**config.mk**
```make
export PLATFORM = sky130hd
export DESIGN_NAME = gtpm_lane
export DESIGN_NICKNAME = d
export VERILOG_FILES = /design/src/sv/gtpm_pkg.sv /design/src/sv/gtpm_lane.sv
export SDC_FILE = /design/constraint.sdc
export NUM_CORES = 2
export LEC_CHECK = 0
export BUFFER_PORTS_ARGS = -buffer_cell sky130_fd_sc_hd__buf_2
export CAP_MARGIN = 25
export CORE_ASPECT_RATIO = 1.25
export CORE_MARGIN = 10
export CORE_UTILIZATION = 43
export DETAILED_ROUTE_END_ITERATION = 8
export GPL_TIMING_DRIVEN = 0
export HOLD_SLACK_MARGIN = 0.15
export PLACE_DENSITY_LB_ADDON = 0.2
export REMOVE_ABC_BUFFERS = 1
export SLEW_MARGIN = 15
export SYNTH_ARGS = -nofsm -noshare
export SYNTH_HDL_FRONTEND = slang
export SYNTH_SLANG_ARGS = --single-unit
```
**constraint.sdc**
```tcl
create_clock -name clk -period 12.25 [get_ports clk]
set_input_delay 1.8375 -clock clk [delete_from_list [all_inputs] [get_ports clk]]
set_output_delay 1.8375 -clock clk [all_outputs]
set_load 0.1 [all_outputs]
```
**src/sv/gtpm_pkg.sv**
```systemverilog
// gtpm_pkg: shared widths, reset values, register indexes and item types
// for the gyro-to-pointer motion unit; no dependencies
package gtpm_pkg;

  localparam int RATE_W     = 20;
  localparam int STATE_W    = 21;
  localparam int OUT_W      = 8;
  localparam int ALPHA_W    = 17;
  localparam int THR_W      = 19;
  localparam int GAIN_W     = 17;
  localparam int CFG_IDX_W  = 2;
  localparam int CFG_DATA_W = 19;
  localparam int Q_FRAC     = 16;
  localparam int Q_ROUND    = (1 << Q_FRAC) - 1;

  // sample minus state, times alpha as signed
  localparam int DIFF_W = STATE_W + 1;
  localparam int MUL1_W = DIFF_W + ALPHA_W + 1;
  localparam int SUM_W  = MUL1_W - Q_FRAC;
  // filtered state times gain as signed
  localparam int MUL2_W = STATE_W + GAIN_W + 1;
  localparam int TRUNC_W = MUL2_W - Q_FRAC;

  localparam int SAT_MAX = 127;
  localparam int SAT_MIN = -128;

  localparam logic [ALPHA_W-1:0] ALPHA_ONE   = ALPHA_W'(1 << Q_FRAC);
  localparam logic [ALPHA_W-1:0] ALPHA_RESET = ALPHA_W'(52429);
  localparam logic [THR_W-1:0]   THR_RESET   = THR_W'(1280);
  localparam logic [GAIN_W-1:0]  PGAIN_RESET = GAIN_W'(19661);
  localparam logic [GAIN_W-1:0]  WGAIN_RESET = GAIN_W'(3277);
  localparam logic signed [STATE_W-1:0] STATE_RESET = STATE_W'(256);

  typedef enum logic [CFG_IDX_W-1:0] {
    CFG_ALPHA        = 2'd0,
    CFG_THRESHOLD    = 2'd1,
    CFG_POINTER_GAIN = 2'd2,
    CFG_WHEEL_GAIN   = 2'd3
  } cfg_index_t;

  typedef struct packed {
    logic signed [RATE_W-1:0] rate_x;
    logic signed [RATE_W-1:0] rate_y;
    logic signed [RATE_W-1:0] rate_z;
  } in_item_t;

  typedef struct packed {
    logic signed [OUT_W-1:0] move_horizontal;
    logic signed [OUT_W-1:0] move_vertical;
    logic signed [OUT_W-1:0] wheel_step;
  } out_item_t;

  typedef struct packed {
    logic load_mul;
    logic load_filt;
    logic load_gain;
  } lane_ctrl_t;

endpackage

```
**src/sv/gtpm_lane.sv**
```systemverilog
// gtpm_lane: one axis of the motion unit, low-pass filter with deadband
// and gain multiply, three register stages; depends on gtpm_pkg
module gtpm_lane (
  input  logic                                 clk,
  input  logic                                 rst,
  input  gtpm_pkg::lane_ctrl_t                 ctrl,
  input  logic signed [gtpm_pkg::RATE_W-1:0]   sample,
  input  logic [gtpm_pkg::ALPHA_W-1:0]         alpha,
  input  logic [gtpm_pkg::THR_W-1:0]           threshold,
  input  logic [gtpm_pkg::GAIN_W-1:0]          gain,
  output logic signed [gtpm_pkg::MUL2_W-1:0]   product
);

  logic signed [gtpm_pkg::STATE_W-1:0] state;
  logic signed [gtpm_pkg::MUL1_W-1:0]  mul1;
  logic signed [gtpm_pkg::STATE_W-1:0] filt;

  logic [gtpm_pkg::ALPHA_W-1:0]         alpha_eff;
  logic signed [gtpm_pkg::DIFF_W-1:0]   diff;
  logic signed [gtpm_pkg::MUL1_W-1:0]   mul1_next;
  logic signed [gtpm_pkg::SUM_W-1:0]    sum;
  logic signed [gtpm_pkg::STATE_W-1:0]  f_trim;
  logic [gtpm_pkg::STATE_W-1:0]         mag;
  logic signed [gtpm_pkg::STATE_W-1:0]  f_gated;
  logic signed [gtpm_pkg::MUL2_W-1:0]   mul2_next;

  always_comb begin
    alpha_eff = (alpha > gtpm_pkg::ALPHA_ONE) ? gtpm_pkg::ALPHA_ONE : alpha;
    // alpha*s + (1-alpha)*st == st + alpha*(s - st), low bits of st<<16 are zero
    diff = gtpm_pkg::DIFF_W'(sample) - gtpm_pkg::DIFF_W'(state);
    mul1_next = diff * signed'({1'b0, alpha_eff});
    sum = gtpm_pkg::SUM_W'(state) + signed'(mul1[gtpm_pkg::MUL1_W-1:gtpm_pkg::Q_FRAC]);
    f_trim = sum[gtpm_pkg::STATE_W-1:0];
    mag = f_trim[gtpm_pkg::STATE_W-1] ? gtpm_pkg::STATE_W'(-f_trim)
                                      : gtpm_pkg::STATE_W'(f_trim);
    f_gated = (mag < gtpm_pkg::STATE_W'(threshold)) ? '0 : f_trim;
    mul2_next = filt * signed'({1'b0, gain});
  end

  always_ff @(posedge clk) begin
    if (rst) begin
      state <= gtpm_pkg::STATE_RESET;
    end else if (ctrl.load_filt) begin
      state <= f_gated;
    end
  end

  always_ff @(posedge clk) begin
    if (ctrl.load_mul) begin
      mul1 <= mul1_next;
    end
    if (ctrl.load_filt) begin
      filt <= f_gated;
    end
    if (ctrl.load_gain) begin
      product <= mul2_next;
    end
  end

endmodule

```
==> flow_summary.ini <==
[status]
status = finished, final reports clean

[min_path]
worstHoldPathType = flop to flop

[global_route]
grt_pass1_wl_mm = 139
antenna_found_initial = 5
grt_max_degree = 40
grt_remaining_overflow = 0
globalRouteTotalUtil_pct = 20.6
grt_pass1_vias = 25900

[timing]
fin_hold_ws_ps = 496
period_needed_ps = 11360
setup-tns-final_ps = 0
hold_violations = 0
clock_skew_ps = 16.3
tightestPinTransition_ps = 1140
slew_headroom_pct = 23.5
slew_viol_final = 0
fin_crit_sh_pct = 92.7
max_freq_mhz = 88.0
final-setup-viol-count = 0
rsz0062_at_grt = false

[clock_network]
insertion_delay_ps = 390
cts_resized = 0
cts_hold_buffers = 0
cts_tree = yes
cts.sinks = 102
clk_root_buffer_cell = clkbuf_16
post_cts_buffers = 0
cts_made_buffers = 9
clk_path_buf_depth = 2
htreeDepth = 3
clk_pin_slew_worst_paths_ps = 90

[die]
die_y_um = 325
start_util_pct = 43.4
io_pins = 117
die-width_um = 264
fp.coreArea_um2 = 73500
dieArea_um2 = 85600
std_cell_rows = 111

[synth]
yosys_warnings = 0
synth_cell_type_count = 77
syn_inst = 3531
avgSynthCellArea_um2 = 9.03
ys_seq_area_share_pct = 8.94
mappedNetlistArea_um2 = 31900
synth_edf_count = 81
async_flop_share_pct = 0
ys.flop_type = edfxtp_1
synth-seq-cells = 102

[placement]
gp_congestion = 0.906
port_buffers = 116
dp_hpwl_mm = 71.6

[detailed_routing]
vias_per_cell = 5.18
drt-wirelength-per-cell_um = 19.1
drt_first_pass_iters = 5
wirelength_mm = 86.3
first_iter_violations = 1095
drc_errors = 0
via_count = 23500
ant_nets = 0

[critical_path]
crit_arrival_ps = 11510
max_stage_delay_ps = 890
crit_path_frequent_cell = fa_1
cp_slowest_cell = xor2_1
worst_setup_path_start_kind = input port
cp_top_family = adder cells
worstPathMaxFanout = 7
cp.required_ps = 12400
crit_path_end_kind = flop
worst-setup-path-type = input port to flop
cp.buffers_inverters = 6

[finish]
layout-drive-gt1-share_pct = 5.44
fin_nets = 4593
area_growth_pct = 6.06
layout_commonest_cell = inv_1
num_antenna_cells = 0
layout_common_cells = 873 x inv_1, 707 x fa_1, 444 x nand2_1
nFillCells = 7245
final_util_pct = 46.1

[flow_run]
maxCapViolCount = 0
==> cells by family after synthesis <==
group / Yosys count / share of synthesized area, %
and+or+nand+nor: 1031 / 14.7
buffers and inverters: 994 / 11.8
adders and majority gates: 951 / 53.9
AOI/OAI and AO/OA: 321 / 6.94
xor gates and xnor gates: 129 / 3.54
DFF: 102 / 8.94
muxes: 3 / 0.0941
==> registers in the layout, indices dropped and copies added, names as in the netlist <==
signal	cells
filt	21
mul1	21
product	39
state	21
==> final timing paths <==
check / endpoint / slack (ps) / cells after the start / startpoint
worst max-delay path: mul1[35] / 890 / 35 / sample[0]
worst max register to register: mul1[35] / 2120 / 33 / state[0]
worst min-delay path: state[10] / 500 / 2 / state[10]
worst min register to register: state[10] / 500 / 2 / state[10]
==> tightest hold or removal path, stage by stage (launching register included) <==
cell and delay, ps:
dfxtp_1 340, nand2_1 60, o41ai_1 50
==> per-layer routing <==
layer | part of all wire (%) | GRT usage (%) | wire length (um) | up-vias
met1 | 38 | 23.1 | 32900 | 12000
met2 | 53 | 38.6 | 46000 | 578
li1 | - | - | - | 10700
met5 | 0.054 | 0 | 47 | -
met4 | 4.1 | 8.20 | 3560 | 8
met3 | 4.4 | 2.52 | 3810 | 184
==> per-stage QoR <==
step | cell area, um^2 | std cells | worst slack (ps)
final | 33800 | 4529 | 892
after global routing | 33800 | 4529 | 233
after CTS | 33800 | 4521 | 919
after detailed placement | 33400 | 4505 | 483
after global placement | 33200 | 4487 | 574
after floorplan | 31400 | 3411 | 2600
==> cell type report <==
| class | instances | area [um^2] | share of cell area, % |
|---|---|---|---|
| sequential | 102 | 2850 | 8.43 |
| timing repair buffer | 142 | 830 | 2.45 |
| clock buffer | 9 | 225 | 0.666 |
| clock inverter | 7 | 91.3 | 0.270 |
| inverter | 874 | 3280 | 9.70 |
| tap | 960 | 1200 | 3.55 |
| multi-input combinational | 2435 | 25400 | 74.9 |
==> cells in the mapped netlist (4+ instances only) <==
cell / count / area share, %
inv_1: 873 / 10
fa_1: 707 / 44
nand2_1: 444 / 5.2
nor2_1: 253 / 3.0
ha_1: 244 / 9.6
and2_1: 167 / 3.3
clkbuf_1: 111 / 1.3
xnor2_1: 95 / 2.6
edfxtp_1: 81 / 7.6
a21oi_1: 75 / 1.2
o21ai_0: 56 / 0.88
a21o_1: 41 / 0.96
xor2_1: 34 / 0.93
nand3_1: 33 / 0.52
nor2b_1: 28 / 0.55
nand2b_1: 24 / 0.47
dfxtp_1: 21 / 1.3
nor3_1: 21 / 0.33
o21a_1: 18 / 0.42
and3_1: 13 / 0.25
a211oi_1: 11 / 0.26
a22o_1: 11 / 0.30
o21bai_1: 10 / 0.24
a31oi_1: 9 / 0.18
o211ai_1: 9 / 0.21
o31ai_1: 9 / 0.21
or3_1: 8 / 0.16
a211o_1: 7 / 0.19
nand4_1: 7 / 0.14
a2111oi_0: 6 / 0.16
nor4_1: 6 / 0.12
o31a_1: 6 / 0.16
o41ai_1: 6 / 0.16
a221oi_1: 5 / 0.14
a31o_2: 5 / 0.14
buf_6: 4 / 0.14
o2111ai_1: 4 / 0.11
or2_2: 4 / 0.078
or4_1: 4 / 0.094
Power is left out: the tool's default activity adds up to more than one toggle a clock period on the data nets, which glitch-free logic cannot reach.
