## src/sv/gtpm_pkg.sv

```systemverilog
// gtpm_pkg: shared widths, reset values, register indexes and item types
// for the gyro-to-pointer motion unit; no dependencies
package gtpm_pkg;

  localparam int RATE_W     = 20;
  localparam int STATE_W    = 21;
  localparam int OUT_W      = 8;
  localparam int ALPHA_W    = 17;
  localparam int THR_W      = 19;
  localparam int GAIN_W     = 17;
  localparam int CFG_IDX_W  = 2;
  localparam int CFG_DATA_W = 19;
  localparam int Q_FRAC     = 16;
  localparam int Q_ROUND    = (1 << Q_FRAC) - 1;

  // sample minus state, times alpha as signed
  localparam int DIFF_W = STATE_W + 1;
  localparam int MUL1_W = DIFF_W + ALPHA_W + 1;
  localparam int SUM_W  = MUL1_W - Q_FRAC;
  // filtered state times gain as signed
  localparam int MUL2_W = STATE_W + GAIN_W + 1;
  localparam int TRUNC_W = MUL2_W - Q_FRAC;

  localparam int SAT_MAX = 127;
  localparam int SAT_MIN = -128;

  localparam logic [ALPHA_W-1:0] ALPHA_ONE   = ALPHA_W'(1 << Q_FRAC);
  localparam logic [ALPHA_W-1:0] ALPHA_RESET = ALPHA_W'(52429);
  localparam logic [THR_W-1:0]   THR_RESET   = THR_W'(1280);
  localparam logic [GAIN_W-1:0]  PGAIN_RESET = GAIN_W'(19661);
  localparam logic [GAIN_W-1:0]  WGAIN_RESET = GAIN_W'(3277);
  localparam logic signed [STATE_W-1:0] STATE_RESET = STATE_W'(256);

  typedef enum logic [CFG_IDX_W-1:0] {
    CFG_ALPHA        = 2'd0,
    CFG_THRESHOLD    = 2'd1,
    CFG_POINTER_GAIN = 2'd2,
    CFG_WHEEL_GAIN   = 2'd3
  } cfg_index_t;

  typedef struct packed {
    logic signed [RATE_W-1:0] rate_x;
    logic signed [RATE_W-1:0] rate_y;
    logic signed [RATE_W-1:0] rate_z;
  } in_item_t;

  typedef struct packed {
    logic signed [OUT_W-1:0] move_horizontal;
    logic signed [OUT_W-1:0] move_vertical;
    logic signed [OUT_W-1:0] wheel_step;
  } out_item_t;

  typedef struct packed {
    logic load_mul;
    logic load_filt;
    logic load_gain;
  } lane_ctrl_t;

endpackage

```

## src/sv/gtpm_merge.sv

```systemverilog
// gtpm_merge: truncates and saturates the three lane products, negates x and z,
// drops all-zero motion and holds the output register; depends on gtpm_pkg
module gtpm_merge (
  input  logic                                clk,
  input  logic                                rst,
  input  logic                                prod_valid,
  input  logic signed [gtpm_pkg::MUL2_W-1:0]  prod_x,
  input  logic signed [gtpm_pkg::MUL2_W-1:0]  prod_y,
  input  logic signed [gtpm_pkg::MUL2_W-1:0]  prod_z,
  output logic                                take,
  output logic                                out_valid,
  input  logic                                out_ready,
  output gtpm_pkg::out_item_t                 out_item
);

  function automatic logic signed [gtpm_pkg::OUT_W-1:0] scale_out(
    input logic signed [gtpm_pkg::MUL2_W-1:0] p,
    input logic                               neg
  );
    logic signed [gtpm_pkg::MUL2_W-1:0]  bias;
    logic signed [gtpm_pkg::MUL2_W-1:0]  biased;
    logic signed [gtpm_pkg::TRUNC_W-1:0] t;
    logic signed [gtpm_pkg::TRUNC_W-1:0] v;
    logic signed [gtpm_pkg::OUT_W-1:0]   r;
    // toward zero: bias negatives before the arithmetic shift
    bias = p[gtpm_pkg::MUL2_W-1] ? gtpm_pkg::MUL2_W'(gtpm_pkg::Q_ROUND) : '0;
    biased = p + bias;
    t = signed'(biased[gtpm_pkg::MUL2_W-1:gtpm_pkg::Q_FRAC]);
    v = neg ? -t : t;
    if (v > gtpm_pkg::TRUNC_W'(gtpm_pkg::SAT_MAX)) begin
      r = gtpm_pkg::OUT_W'(gtpm_pkg::SAT_MAX);
    end else if (v < gtpm_pkg::TRUNC_W'(gtpm_pkg::SAT_MIN)) begin
      r = gtpm_pkg::OUT_W'(gtpm_pkg::SAT_MIN);
    end else begin
      r = v[gtpm_pkg::OUT_W-1:0];
    end
    return r;
  endfunction

  gtpm_pkg::out_item_t res;
  logic                any_motion;

  always_comb begin
    res.move_horizontal = scale_out(prod_z, 1'b1);
    res.move_vertical   = scale_out(prod_x, 1'b1);
    res.wheel_step      = scale_out(prod_y, 1'b0);
    any_motion = (res.move_horizontal != '0) || (res.move_vertical != '0) ||
                 (res.wheel_step != '0);
    take = prod_valid && (!out_valid || out_ready);
  end

  always_ff @(posedge clk) begin
    if (rst) begin
      out_valid <= 1'b0;
    end else if (take) begin
      out_valid <= any_motion;
    end else if (out_ready) begin
      out_valid <= 1'b0;
    end
  end

  always_ff @(posedge clk) begin
    if (take) begin
      out_item <= res;
    end
  end

endmodule

```

## config.mk

```make
export PLATFORM = sky130hd
export DESIGN_NAME = gtpm_merge
export DESIGN_NICKNAME = d
export VERILOG_FILES = /design/src/sv/gtpm_pkg.sv /design/src/sv/gtpm_merge.sv
export SDC_FILE = /design/constraint.sdc
export NUM_CORES = 1
export LEC_CHECK = 0
export BUFFER_PORTS_ARGS = -buffer_cell sky130_fd_sc_hd__clkbuf_2
export CAP_MARGIN = 25
export CELL_PAD_IN_SITES_DETAIL_PLACEMENT = 0
export CELL_PAD_IN_SITES_GLOBAL_PLACEMENT = 2
export CORE_MARGIN = 2
export CORE_UTILIZATION = 31
export CTS_CLUSTER_SIZE = 16
export DETAILED_ROUTE_END_ITERATION = 10
export GPL_TIMING_DRIVEN = 0
export PLACE_DENSITY = 0.9
export SYNTH_ARGS = -nofsm -noshare
export SYNTH_HDL_FRONTEND = slang
export SYNTH_SLANG_ARGS = --single-unit
```

## constraint.sdc

```tcl
create_clock -name clk -period 5.6 [get_ports clk]
set_input_delay 0.28 -clock clk [delete_from_list [all_inputs] [get_ports clk]]
set_output_delay 0.28 -clock clk [all_outputs]
set_load 0.01 [all_outputs]
```

==> impl_metrics.csv <==
group,metric,value,unit
outcome,outcome,"completed",
global_route,antenna_found_initial,0,
power_and_ir_drop,ir_drop,98.1,uV
logic_synthesis,synth_simple_gate_area_share,31.5,%
final_layout,mostFrequentLayoutCell,"clkbuf_2",
routing,via_per_inst,5.56,
sta,final-setup-viol-count,0,
final_layout,regArea,741,um2
clock_network,clock_path_buffers,2,
clock_network,root_buffer,"clkbuf_16",
worst_setup_path,worstSetupPathType,"input pin to flip-flop",
placed_design,place.gp.congestion,0.884,
logic_synthesis,ys_types,102,
global_route,grtUsageTotal,17.7,%
logic_synthesis,ys.flop_type,"edfxtp_1",
logic_synthesis,synth_mux_area_share,0.732,%
power_and_ir_drop,power.density,118,nW/um2
routing,initialDrtViolationCount,394,
logic_synthesis,synth_edf_count,24,
die,io_pins,147,
die,die_w,139,um
clock_network,cts_tree,"built",
final_layout,fill_cells,1961,
die,start_util,31.5,%
logic_synthesis,synthTopCellsByArea,"edfxtp_1 13%, ha_1 11%, xnor2_1 6.4%",
routing,postRouteWirelength,17700,um
die,die_area,19300,um2
sta,fin_crit_sh,92.2,%
global_route,grt_overflow,0,
placed_design,port_buffers,140,
logic_synthesis,ys_seq_area_share,13.1,%
logic_synthesis,syn_area,5640,um2
routing,first_pass_iters,5,
sta,worst_pin_slew,710,ps
worst_setup_path,reg2regPathDepth,7,
sta,fmax,194,MHz
sta,finalHoldViolations,0,
clock_network,h-tree-depth,1,
worst_setup_path,cp.required,5590,ps
logic_synthesis,synthXorXnorAreaFrac,10.6,%
final_layout,multiInputGateArea,4730,um2
routing,drc,0,
final_layout,area_delta_synth_final,19.2,%
global_route,grt_max_degree,20,
die,fp.dieH,139,um
clock_network,cts_sinks,25,
worst_setup_path,crit_arrival,5150,ps
die,rows,49,
sta,finalCriticalPeriod,5160,ps
clock_network,worstSkewPairLatency,260,ps
routing,antenna_left,0,
logic_synthesis,synth_seq_cells,25,
clock_network,ctsHoldBuffers,0,
power_and_ir_drop,finalPower,0.793,mW
final_layout,drive_gt1_share,22.5,%
global_route,grt_pass1_vias,5838,
worst_setup_path,start_kind,"input pin",
job,maxCapViolations,0,
final_layout,diodes,0,
sta,rsz0062_at_grt,"false",
logic_synthesis,synth_top_family_by_area,"simple AND/OR/NAND/NOR gates",
clock_network,cts_buffers,3,
logic_synthesis,synth_top_area_share,12.8,%
logic_synthesis,netlist_instances,741,
logic_synthesis,synthAdderAreaFrac,10.9,%
clock_network,ctsResizeCount,0,
logic_synthesis,yosysWarnings,0,
clock_network,path_clk_slew,70,ps
logic_synthesis,synth_top_area_cell,"edfxtp_1",
clock_network,postCtsSetupRepairBufs,0,
sta,holdWs,303,ps
logic_synthesis,synthArstFlopShare,0,%
power_and_ir_drop,leakagePower,2.52,nW
sta,finClkSkew,3.98,ps
worst_hold_path,hold_class,"input pin to flip-flop",
sta,relSlewSlack,52.2,%
sta,slew_violations,0,
sta,fin_setup_tns,0,ps
worst_hold_path,hold_depth,4,
logic_synthesis,post_synth.cell_area_avg,7.62,um2
final_layout,final_nets,1057,
global_route,grt_pass1_wl,29000,um
worst_setup_path,crit_fanout,19,
die,core_area,17900,um2
placed_design,dp_hpwl,15000,um
routing,routedWlPerCell,15.9,um
logic_synthesis,synth_nets,911,
final_layout,layout_common_cells,"140 x clkbuf_2, 57 x nand2_1, 49 x a21oi_1, 49 x ha_1, 48 x nor2_1",
worst_setup_path,endpoint_kind,"flip-flop",
routing,vias,6196,
logic_synthesis,synth-compound-area-share,30.1,%
[cells by family (layout without fill, tap and decap cells)]
logic type	after synthesis	after routing
xor+xnor	68	68
compound gates	239	239
flops	25	25
fa+ha+maj	49	49
buf+inv	41	186
simple gates	315	315
mux	4	4
[state kept, by name, indices dropped and copies added (netlist names)]
| register | count |
|---|---|
| out_item | 24 |
| out_valid | 1 |
[cell type report]
cell class | instances | area share (%)
inverter | 26 | 1.45
timing repair buffer | 141 | 10.6
sequential | 25 | 11.0
tap | 229 | 4.26
multi-input combinational | 675 | 70.2
clock buffer | 3 | 1.12
clock inverter | 1 | 0.112
buffer | 15 | 1.17
[metal layers]
layer	share of wire, %	vias up	GRT usage [%]	wire, um
met1	48	2816	24.2	8440
met4	1.2	0	2.87	204
met5	0	-	0	0
li1	-	3217	-	-
met3	4.9	14	2.28	876
met2	46	149	30.2	8210
[worst max-delay path: stages]
cell and delay (ps):
clkbuf_2 270, ha_1 440, and3_4 220, a21boi_2 170, a221oi_2 470, o21ai_2 190
xor2_1 260, inv_2 100, ha_1 280, and2_1 220, a22o_1 270, or3_1 350
a2111oi_0 420, o2111ai_1 180, a2111o_2 470, o211ai_1 400, o21ai_1 140
[cells in the mapped netlist (all sizes together) (3+ instances only)]
cell type  count
mux2i          3
or3           17
nor4b          4
a21oi         52
a211o          4
inv           25
nand2b         5
a311oi         3
nor3          31
nor2          49
xnor2         41
o22ai          6
a2111oi        5
a22o           5
buf            8
o211ai         8
o21ai         53
nor4          16
a221oi         3
a211oi        17
nand4         29
nor2b          5
ha            49
o21a           8
or4           15
and4           7
nor3b          5
a22oi         10
edfxtp        24
and3           9
nand3         41
a21o           7
a31o           3
xor2          27
o2111ai        5
o211a          3
a31oi         10
o221ai         3
and2          15
clkbuf         7
nand2         57
a21boi         7
o31ai          8
[where the power goes]
| group | internal (mW) | total, mW | switching, mW | leakage (nW) |
|---|---|---|---|---|
| sequential | 0.222 | 0.230 | 0.00733 | 0.233 |
| combinational | 0.159 | 0.404 | 0.245 | 2.25 |
| clock | 0.0969 | 0.159 | 0.0623 | 0.0371 |
| total | 0.478 | 0.793 | 0.315 | 2.52 |
[through the flow]
stage,utilization (%),setup WS [ps],area [um2],cells
CTS,37.6,440,6730,1115
floorplan,-,1140,5640,741
finish,37.6,439,6730,1115
global placement,37.0,117,6630,1110
detailed placement,37.1,192,6650,1111
global route,37.6,49.4,6730,1115
[final timing paths]
check | end | slack (ps) | from
worst min register to register | out_valid | 780 | out_valid
worst max register to register | out_valid | 2870 | out_valid
worst min-delay path | out_valid | 300 | rst
worst max-delay path | out_item[8] | 440 | prod_x[38]
No activity file was read; power rests on OpenSTA's default activity.
